[src/rtl/utrd_pkg.sv]
// ----------------------------------------------------------------------------
// utrd_pkg
// Shared types, constants and the digit-to-character lookup for the
// unsigned-to-radix-digits block.
// ----------------------------------------------------------------------------
package utrd_pkg;

   localparam int RADIX_W = 6;
   localparam int DIGIT_W = 6;
   localparam int CHAR_W  = 8;

   localparam logic [RADIX_W-1:0] RADIX_RESET   = 6'd10;
   localparam logic [RADIX_W-1:0] RADIX_DEFAULT = 6'd10;
   localparam logic [RADIX_W-1:0] RADIX_MIN     = 6'd2;
   localparam logic [RADIX_W-1:0] RADIX_MAX     = 6'd36;

   localparam logic [CHAR_W-1:0] CHAR_ZERO   = 8'h30;
   localparam logic [CHAR_W-1:0] CHAR_A_BASE = 8'h57;   // 'a' minus ten
   localparam logic [CHAR_W-1:0] CHAR_NONE   = 8'h00;
   localparam logic [DIGIT_W-1:0] DECIMAL_LIMIT = 6'd10;

   // controller to datapath
   typedef struct packed {
      logic start;
      logic div_step;
      logic digit_write;
      logic ptr_dec;
      logic load_digit;
      logic load_err;
   } cmd_type;

   // datapath to controller
   typedef struct packed {
      logic radix_ok;
      logic div_last;
      logic quot_zero;
      logic ptr_zero;
      logic out_free;
   } status_type;

   function automatic logic [CHAR_W-1:0] digit_to_char(input logic [DIGIT_W-1:0] digit);
      logic [CHAR_W-1:0] wide;
      wide = {{(CHAR_W-DIGIT_W){1'b0}}, digit};
      if (digit < DECIMAL_LIMIT) begin
         digit_to_char = CHAR_ZERO + wide;
      end else begin
         digit_to_char = CHAR_A_BASE + wide;
      end
   endfunction

endpackage

[src/rtl/utrd_ram.sv]
// ----------------------------------------------------------------------------
// utrd_ram
// Generic single-write, single-read RAM with registered read data.
// ----------------------------------------------------------------------------
module utrd_ram #(
   parameter int WIDTH = 8,
   parameter int DEPTH = 32
) (
   input  logic                     clock,
   input  logic                     wr_en,
   input  logic [$clog2(DEPTH)-1:0] wr_addr,
   input  logic [WIDTH-1:0]         wr_data,
   input  logic [$clog2(DEPTH)-1:0] rd_addr,
   output logic [WIDTH-1:0]         rd_data
);

   logic [WIDTH-1:0] mem_ff [DEPTH];
   logic [WIDTH-1:0] rd_data_ff;

   always_ff @(posedge clock) begin
      if (wr_en) begin
         mem_ff[wr_addr] <= wr_data;
      end
      rd_data_ff <= mem_ff[rd_addr];
   end

   assign rd_data = rd_data_ff;

endmodule

[src/rtl/utrd_datapath.sv]
// ----------------------------------------------------------------------------
// utrd_datapath
// Radix register, shift-subtract divider (one quotient bit per cycle),
// digit buffer and the result output register.
// ----------------------------------------------------------------------------
module utrd_datapath #(
   parameter int VALUE_WIDTH = 32
) (
   input  logic                                clock,
   input  logic                                reset,
   input  utrd_pkg::cmd_type                   cmd,
   output utrd_pkg::status_type                status,
   input  logic [VALUE_WIDTH-1:0]              req_value,
   input  logic                                csr_write_en,
   input  logic [utrd_pkg::RADIX_W-1:0]        csr_write_data,
   output logic                                rsp_valid,
   input  logic                                rsp_ready,
   output logic [utrd_pkg::CHAR_W-1:0]         rsp_digit_char,
   output logic                                rsp_last,
   output logic                                rsp_error
);

   localparam int PTR_W = $clog2(VALUE_WIDTH);
   localparam logic [PTR_W-1:0] BIT_LAST = PTR_W'(VALUE_WIDTH - 1);

   logic [utrd_pkg::RADIX_W-1:0] radix_ff, radix_in;
   logic [utrd_pkg::RADIX_W-1:0] base;
   logic [VALUE_WIDTH-1:0]       quot_ff, quot_in;
   logic [utrd_pkg::DIGIT_W-1:0] rem_ff, rem_in;
   logic [PTR_W-1:0]             bit_ff, bit_in;
   logic [PTR_W-1:0]             ptr_ff, ptr_in;
   logic [utrd_pkg::DIGIT_W:0]   trial;
   logic                         trial_ge;
   logic [utrd_pkg::DIGIT_W-1:0] ram_rd_data;
   logic                         out_valid_ff, out_valid_in;
   logic [utrd_pkg::CHAR_W-1:0]  out_char_ff, out_char_in;
   logic                         out_last_ff, out_last_in;
   logic                         out_error_ff, out_error_in;
   logic                         out_free;

   assign base = (radix_ff == '0) ? utrd_pkg::RADIX_DEFAULT : radix_ff;

   // partial remainder shifted left with the next dividend bit
   assign trial    = {rem_ff, quot_ff[VALUE_WIDTH-1]};
   assign trial_ge = trial >= {1'b0, base};

   assign out_free = !out_valid_ff || rsp_ready;

   always_comb begin
      radix_in = csr_write_en ? csr_write_data : radix_ff;
      quot_in  = quot_ff;
      rem_in   = rem_ff;
      bit_in   = bit_ff;
      ptr_in   = ptr_ff;
      if (cmd.start) begin
         quot_in = req_value;
         rem_in  = '0;
         bit_in  = '0;
         ptr_in  = '0;
      end else if (cmd.div_step) begin
         quot_in = {quot_ff[VALUE_WIDTH-2:0], trial_ge};
         rem_in  = trial_ge ? utrd_pkg::DIGIT_W'(trial - {1'b0, base})
                            : trial[utrd_pkg::DIGIT_W-1:0];
         bit_in  = bit_ff + 1'b1;
      end else if (cmd.digit_write) begin
         rem_in = '0;
         bit_in = '0;
         if (quot_ff != '0) begin
            ptr_in = ptr_ff + 1'b1;
         end
      end else if (cmd.ptr_dec) begin
         ptr_in = ptr_ff - 1'b1;
      end
   end

   always_comb begin
      out_valid_in = out_valid_ff && !rsp_ready;
      out_char_in  = out_char_ff;
      out_last_in  = out_last_ff;
      out_error_in = out_error_ff;
      if (cmd.load_digit) begin
         out_valid_in = 1'b1;
         out_char_in  = utrd_pkg::digit_to_char(ram_rd_data);
         out_last_in  = (ptr_ff == '0);
         out_error_in = 1'b0;
      end else if (cmd.load_err) begin
         out_valid_in = 1'b1;
         out_char_in  = utrd_pkg::CHAR_NONE;
         out_last_in  = 1'b1;
         out_error_in = 1'b1;
      end
   end

   always_ff @(posedge clock) begin
      if (reset) begin
         radix_ff     <= utrd_pkg::RADIX_RESET;
         out_valid_ff <= 1'b0;
      end else begin
         radix_ff     <= radix_in;
         out_valid_ff <= out_valid_in;
      end
   end

   always_ff @(posedge clock) begin
      quot_ff      <= quot_in;
      rem_ff       <= rem_in;
      bit_ff       <= bit_in;
      ptr_ff       <= ptr_in;
      out_char_ff  <= out_char_in;
      out_last_ff  <= out_last_in;
      out_error_ff <= out_error_in;
   end

   // digits land least significant first and are read back from the top
   utrd_ram #(
      .WIDTH (utrd_pkg::DIGIT_W),
      .DEPTH (VALUE_WIDTH)
   ) u_digit_ram (
      .clock   (clock),
      .wr_en   (cmd.digit_write),
      .wr_addr (ptr_ff),
      .wr_data (rem_ff),
      .rd_addr (ptr_ff),
      .rd_data (ram_rd_data)
   );

   assign status.radix_ok  = (base >= utrd_pkg::RADIX_MIN) && (base <= utrd_pkg::RADIX_MAX);
   assign status.div_last  = (bit_ff == BIT_LAST);
   assign status.quot_zero = (quot_ff == '0);
   assign status.ptr_zero  = (ptr_ff == '0);
   assign status.out_free  = out_free;

   assign rsp_valid      = out_valid_ff;
   assign rsp_digit_char = out_char_ff;
   assign rsp_last       = out_last_ff;
   assign rsp_error      = out_error_ff;

endmodule

[src/rtl/utrd_ctrl.sv]
// ----------------------------------------------------------------------------
// utrd_ctrl
// Sequencer: accepts a value, runs one division per digit, then plays the
// stored digits back most significant first.
// ----------------------------------------------------------------------------
module utrd_ctrl (
   input  logic                 clock,
   input  logic                 reset,
   input  logic                 req_valid,
   output logic                 req_ready,
   input  utrd_pkg::status_type status,
   output utrd_pkg::cmd_type    cmd
);

   localparam logic [2:0] S_IDLE  = 3'd0;
   localparam logic [2:0] S_DIV   = 3'd1;
   localparam logic [2:0] S_WRITE = 3'd2;
   localparam logic [2:0] S_READ  = 3'd3;
   localparam logic [2:0] S_LOAD  = 3'd4;
   localparam logic [2:0] S_ERR   = 3'd5;

   logic [2:0] state_ff, state_in;

   always_comb begin
      state_in  = state_ff;
      cmd       = '0;
      req_ready = 1'b0;
      unique case (state_ff)
         S_IDLE: begin
            req_ready = 1'b1;
            if (req_valid) begin
               if (status.radix_ok) begin
                  cmd.start = 1'b1;
                  state_in  = S_DIV;
               end else begin
                  state_in = S_ERR;
               end
            end
         end
         S_DIV: begin
            cmd.div_step = 1'b1;
            if (status.div_last) begin
               state_in = S_WRITE;
            end
         end
         S_WRITE: begin
            cmd.digit_write = 1'b1;
            state_in = status.quot_zero ? S_READ : S_DIV;
         end
         S_READ: begin
            // ram read data is registered, so it is ready in S_LOAD
            state_in = S_LOAD;
         end
         S_LOAD: begin
            if (status.out_free) begin
               cmd.load_digit = 1'b1;
               if (status.ptr_zero) begin
                  state_in = S_IDLE;
               end else begin
                  cmd.ptr_dec = 1'b1;
                  state_in    = S_READ;
               end
            end
         end
         S_ERR: begin
            if (status.out_free) begin
               cmd.load_err = 1'b1;
               state_in     = S_IDLE;
            end
         end
         default: begin
            state_in = S_IDLE;
         end
      endcase
   end

   always_ff @(posedge clock) begin
      if (reset) begin
         state_ff <= S_IDLE;
      end else begin
         state_ff <= state_in;
      end
   end

endmodule

[src/rtl/unsigned_to_radix_digits.sv]
// Each digit takes one full division of the remaining quotient; the stored
// digits are then played out, most significant first, one beat at a time.
// Throughput: one value at a time; the restoring divider (one quotient bit per
// cycle) sets the pace. An invalid radix gives a single error beat.
// Reset (synchronous, active high) sets the radix to 10 and empties the output.
// ----------------------------------------------------------------------------
// unsigned_to_radix_digits
// Converts an unsigned value to lower-case ASCII digits in a configurable
// radix, most significant digit first, with last on the final beat.
// ----------------------------------------------------------------------------
module unsigned_to_radix_digits #(
   parameter int VALUE_WIDTH = 32
) (
   input  logic                          clock,
   input  logic                          reset,
   input  logic                          req_valid,
   output logic                          req_ready,
   input  logic [VALUE_WIDTH-1:0]        req_value,
   output logic                          rsp_valid,
   input  logic                          rsp_ready,
   output logic [utrd_pkg::CHAR_W-1:0]   rsp_digit_char,
   output logic                          rsp_last,
   output logic                          rsp_error,
   input  logic                          csr_write_en,
   input  logic [utrd_pkg::RADIX_W-1:0]  csr_write_data
);

   utrd_pkg::cmd_type    cmd;
   utrd_pkg::status_type status;

   utrd_ctrl u_ctrl (
      .clock     (clock),
      .reset     (reset),
      .req_valid (req_valid),
      .req_ready (req_ready),
      .status    (status),
      .cmd       (cmd)
   );

   utrd_datapath #(
      .VALUE_WIDTH (VALUE_WIDTH)
   ) u_datapath (
      .clock          (clock),
      .reset          (reset),
      .cmd            (cmd),
      .status         (status),
      .req_value      (req_value),
      .csr_write_en   (csr_write_en),
      .csr_write_data (csr_write_data),
      .rsp_valid      (rsp_valid),
      .rsp_ready      (rsp_ready),
      .rsp_digit_char (rsp_digit_char),
      .rsp_last       (rsp_last),
      .rsp_error      (rsp_error)
   );

`ifndef SYNTHESIS
   // busy right after taking a value
   a_busy_after_accept: assert property (@(posedge clock) disable iff (reset)
      req_valid && req_ready |=> !req_ready)
      else $error("req_ready high right after an accepted beat");

   a_error_beat_form: assert property (@(posedge clock) disable iff (reset)
      rsp_valid && rsp_error |-> rsp_last && (rsp_digit_char == utrd_pkg::CHAR_NONE))
      else $error("error beat without last or with a nonzero character");

   a_digit_char_range: assert property (@(posedge clock) disable iff (reset)
      rsp_valid && !rsp_error |->
         ((rsp_digit_char >= 8'h30) && (rsp_digit_char <= 8'h39)) ||
         ((rsp_digit_char >= 8'h61) && (rsp_digit_char <= 8'h7a)))
      else $error("digit beat carries a character outside 0-9 and a-z");
`endif

endmodule
[config.mk]
export PLATFORM = sky130hd
export DESIGN_NAME = unsigned_to_radix_digits
export DESIGN_NICKNAME = d
export VERILOG_FILES = /design/src/rtl/utrd_pkg.sv /design/src/rtl/utrd_ram.sv /design/src/rtl/utrd_datapath.sv /design/src/rtl/utrd_ctrl.sv /design/src/rtl/unsigned_to_radix_digits.sv
export SDC_FILE = /design/constraint.sdc
export NUM_CORES = 1
export LEC_CHECK = 0
export ABC_AREA = 1
export BUFFER_PORTS_ARGS = -buffer_cell sky130_fd_sc_hd__buf_2
export CAP_MARGIN = 40
export CORE_AREA = 3 3 140 142
export CTS_CLUSTER_SIZE = 20
export DETAILED_ROUTE_END_ITERATION = 6
export DIE_AREA = 0 0 143 145
export PLACE_DENSITY_LB_ADDON = 0.3
export SLEW_MARGIN = 20
export SYNTH_ARGS = -nofsm -noshare
export SYNTH_HDL_FRONTEND = slang
export SYNTH_SLANG_ARGS = --single-unit
[constraint.sdc]
create_clock -name clock -period 2.85 [get_ports clock]
set_clock_uncertainty 0.05 [all_clocks]
set_input_delay 0.1425 -clock clock [delete_from_list [all_inputs] [get_ports clock]]
set_output_delay 0.1425 -clock clock [all_outputs]
set_load 0.1 [all_outputs]
==> results.toml <==
[worst_setup_path]
cp_data_required_time_ns = 3.08
cp_data_arrival_time_ns = 2.74
critical_path_class = "flip-flop to flip-flop"
cp_max_fo = 6
end_kind = "flip-flop"
crit_buf_inv = 2
path_depth = 13
cpPeakStageDelay_ns = 0.35
worst_setup_path_start_kind = "flip-flop"
worstPathCellList = "inv_1 -> nand3_1 -> nor3_1 -> nand2_1 -> nand2_1 -> inv_1 -> ha_1 -> nand2_1 -> nand2_1 -> a21boi_1 -> nand3_1 -> nand2_1 -> nand2_1"
crit_slowest_cell = "a21boi_1"
cp_common_cell = "nand2_1"
worstRegToRegCells = 13
crit_family = "simple AND/OR/NAND/NOR gates"

[route]
drc = 0
finalWirelength_um = 25000
vias_per_cell = 5.75
drtIter0Drc = 816
vias = 7818
ant_nets = 0
drt_first_pass_iters = 5
avgRoutedWirePerCell_um = 18.4

[clock_network]
clkLatencyLatePin_ns = 0.53
cts_num_sinks = 266
clockBufferDepth = 3
cts_made_buffers = 27
cts_tree = "built"
htreeDepth = 1
postCtsSetupRepairBufs = 0
cts-root-buf = "clkbuf_16"
cts.clk_slew.worst_paths_ns = 0.06

[logic_synthesis]
synth_area_leaders = "edfxtp_1, nand2_1, a22oi_1"
synthesis.nets = 1042
ys_seq_area_share_pct = 68.8
synth-edff-count = 233
yosys_most_used_dff = "edfxtp_1"
avgSynthCellArea_um2 = 11.3
synth_top_area_share_pct = 62.9
synth_cell_types = 35
yosys_register_bits = 266
yosysWarnings = 0
synth_area_mm2 = 0.0111
synthCells = 981
ys_async_sr_fraction_pct = 0
synth_top_area_cell = "edfxtp_1"

[global_routing]
grt_pass1_wl_um = 39800
grt_antenna_before_repair = 1
overflow = 0
grt_max_degree = 49
grt_pass1_vias = 7759
grtUsageTotal_pct = 24.2

[finish]
final_cells = 1360
areaGrowthSynthToFinish_pct = 17.3
nNetsFinal = 1166
final_area_mm2 = 0.0131
final_layout_size_suffix_gt1_share_pct = 10.5
post-route-util_pct = 70.3

[floorplan]
placementRows = 50
io_pins = 55
die_h_um = 145
dieArea_mm2 = 0.0207
coreArea_mm2 = 0.0186
initial_core_util_pct = 59.9
die_width_um = 143

[pwr]
p_leak_nw = 5.13
vdd_drop_max_mv = 0.751
cellPowerDensity_mw_per_mm2 = 1030
p_total_mw = 13.5

[timing]
max_freq_ghz = 0.399
rsz0062_at_grt = "no"
setup_viol = 0
drv_slew = 0
layout_setup_ws_ns = 0.344
fin_hold_ws_ns = 0.0581
finalHoldViolations = 0
relSlewSlack_pct = 45.7
finalSetupTns_ns = 0
period_needed_ns = 2.51
worstMarginPinSlew_ns = 0.812
period_share_pct = 87.9

[worst_hold_path]
hp-class = "primary input to flip-flop"
hold_depth = 5

[run]
drv_cap = 0

[status]
status = "complete, no violations"

[place]
place_inst = 1261
gp_congestion = 0.944
dp_slack_ns = 0.522
hpwl_um = 15100
place.port_buffers = 54
dpl_cell_area_mm2 = 0.0118
==> synthesized netlist by cell type, types with 3 or more instances <==
cell type,instances
nand3b_1,3
a21oi_1,28
clkbuf_1,13
a22oi_1,96
nand2_1,298
nor3_1,11
nor2_1,87
inv_1,64
edfxtp_1,233
a211oi_1,3
nand4_1,13
buf_4,3
buf_2,13
a31oi_1,3
nand3_1,26
ha_1,16
o21ai_0,17
dfxtp_1,33
==> power breakdown <==
group	internal [mW]	switching [mW]	total, mW	leakage [nW]
clock	1.88	1.37	3.25	0.398
combinational	1.36	3.34	4.71	2.30
sequential	5.22	0.338	5.55	2.43
total	8.46	5.05	13.5	5.13
==> what timing repair did <==
action                                 in CTS  in global routing
gates resized for setup                     0                  0
hold buffers                               49                  0
endpoints found under the hold margin      41                  0
==> final timing paths <==
kind	from	end	slack (ns)
worst min-delay path	req_valid	u_ctrl.state_ff[1]	0.06
worst max-delay path	u_datapath.radix_ff[3]	u_datapath.quot_ff[0]	0.34
worst min register to register	u_datapath.rsp_error	u_datapath.rsp_error	0.43
worst max register to register	u_datapath.radix_ff[3]	u_datapath.quot_ff[0]	0.34
==> layer usage <==
metal  GRT usage, %  vias to the layer above  wire length (um)
met3           3.36                       55              1650
li1               -                     3720                 -
met1           33.0                     3715             10300
met5              0                        -                 0
met2           40.2                      328             12300
met4           7.75                        0               668
==> flip-flops by register name (all words and copies together) (netlist names) <==
name	count
u_ctrl.state_ff	3
u_datapath.radix_ff	6
u_datapath.bit_ff	5
u_datapath.ptr_ff	5
u_datapath.u_digit_ram.rd_data	6
u_datapath.rsp_valid	1
u_datapath.rsp_digit_char	8
u_datapath.quot_ff	32
u_datapath.rsp_error	1
u_datapath.rsp_last	1
u_datapath.rem_ff	6
u_datapath.u_digit_ram.mem_ff	192
==> cell families (layout without fill, tap and decap cells) <==
logic type | Yosys count | count (layout) | synth area share (%)
AOI/OAI and AO/OA | 155 | 155 | 9.43
DFF | 266 | 266 | 68.8
adders and majority gates | 18 | 18 | 2.16
and+or+nand+nor | 442 | 442 | 15.9
other | 0 | 1 | 0
buffers and inverters | 97 | 241 | 3.52
xor gates and xnor gates | 3 | 3 | 0.236
==> layout by cell type, fill, tap and decap left out, drive strengths merged <==
cell type	Yosys	routed
a211oi	3	3
a21boi	1	1
a21oi	28	28
a22o	2	2
a22oi	96	96
a31oi	3	3
a41oi	1	1
buf	17	76
bufinv	0	1
clkbuf	13	38
clkinv	2	11
dfxtp	33	33
diode	0	1
dlygate4sd3	0	49
edfxtp	233	233
fa	2	2
ha	16	16
inv	65	66
nand2	299	299
nand3	27	27
nand3b	3	3
nand4	13	13
nor2	87	87
nor3	12	12
o211ai	1	1
o21a	1	1
o21ai	18	18
o2bb2ai	1	1
or2	1	1
xnor2	1	1
xor2	2	2
==> layout make-up <==
type	instances	area [um2]
sequential	266	7660
fill	1259	5520
multi-input combinational	618	3110
timing repair buffer	125	938
clock buffer	38	737
tap	234	293
inverter	67	251
clock inverter	11	76.3
antenna	1	2.50
==> tightest hold or removal path: stages <==
cell	delay, ns
buf_2	0.11
nor2_1	0.11
nor3_1	0.10
nand3_1	0.09
inv_1	0.04
Note: power is estimated with default switching activity, not from simulation.
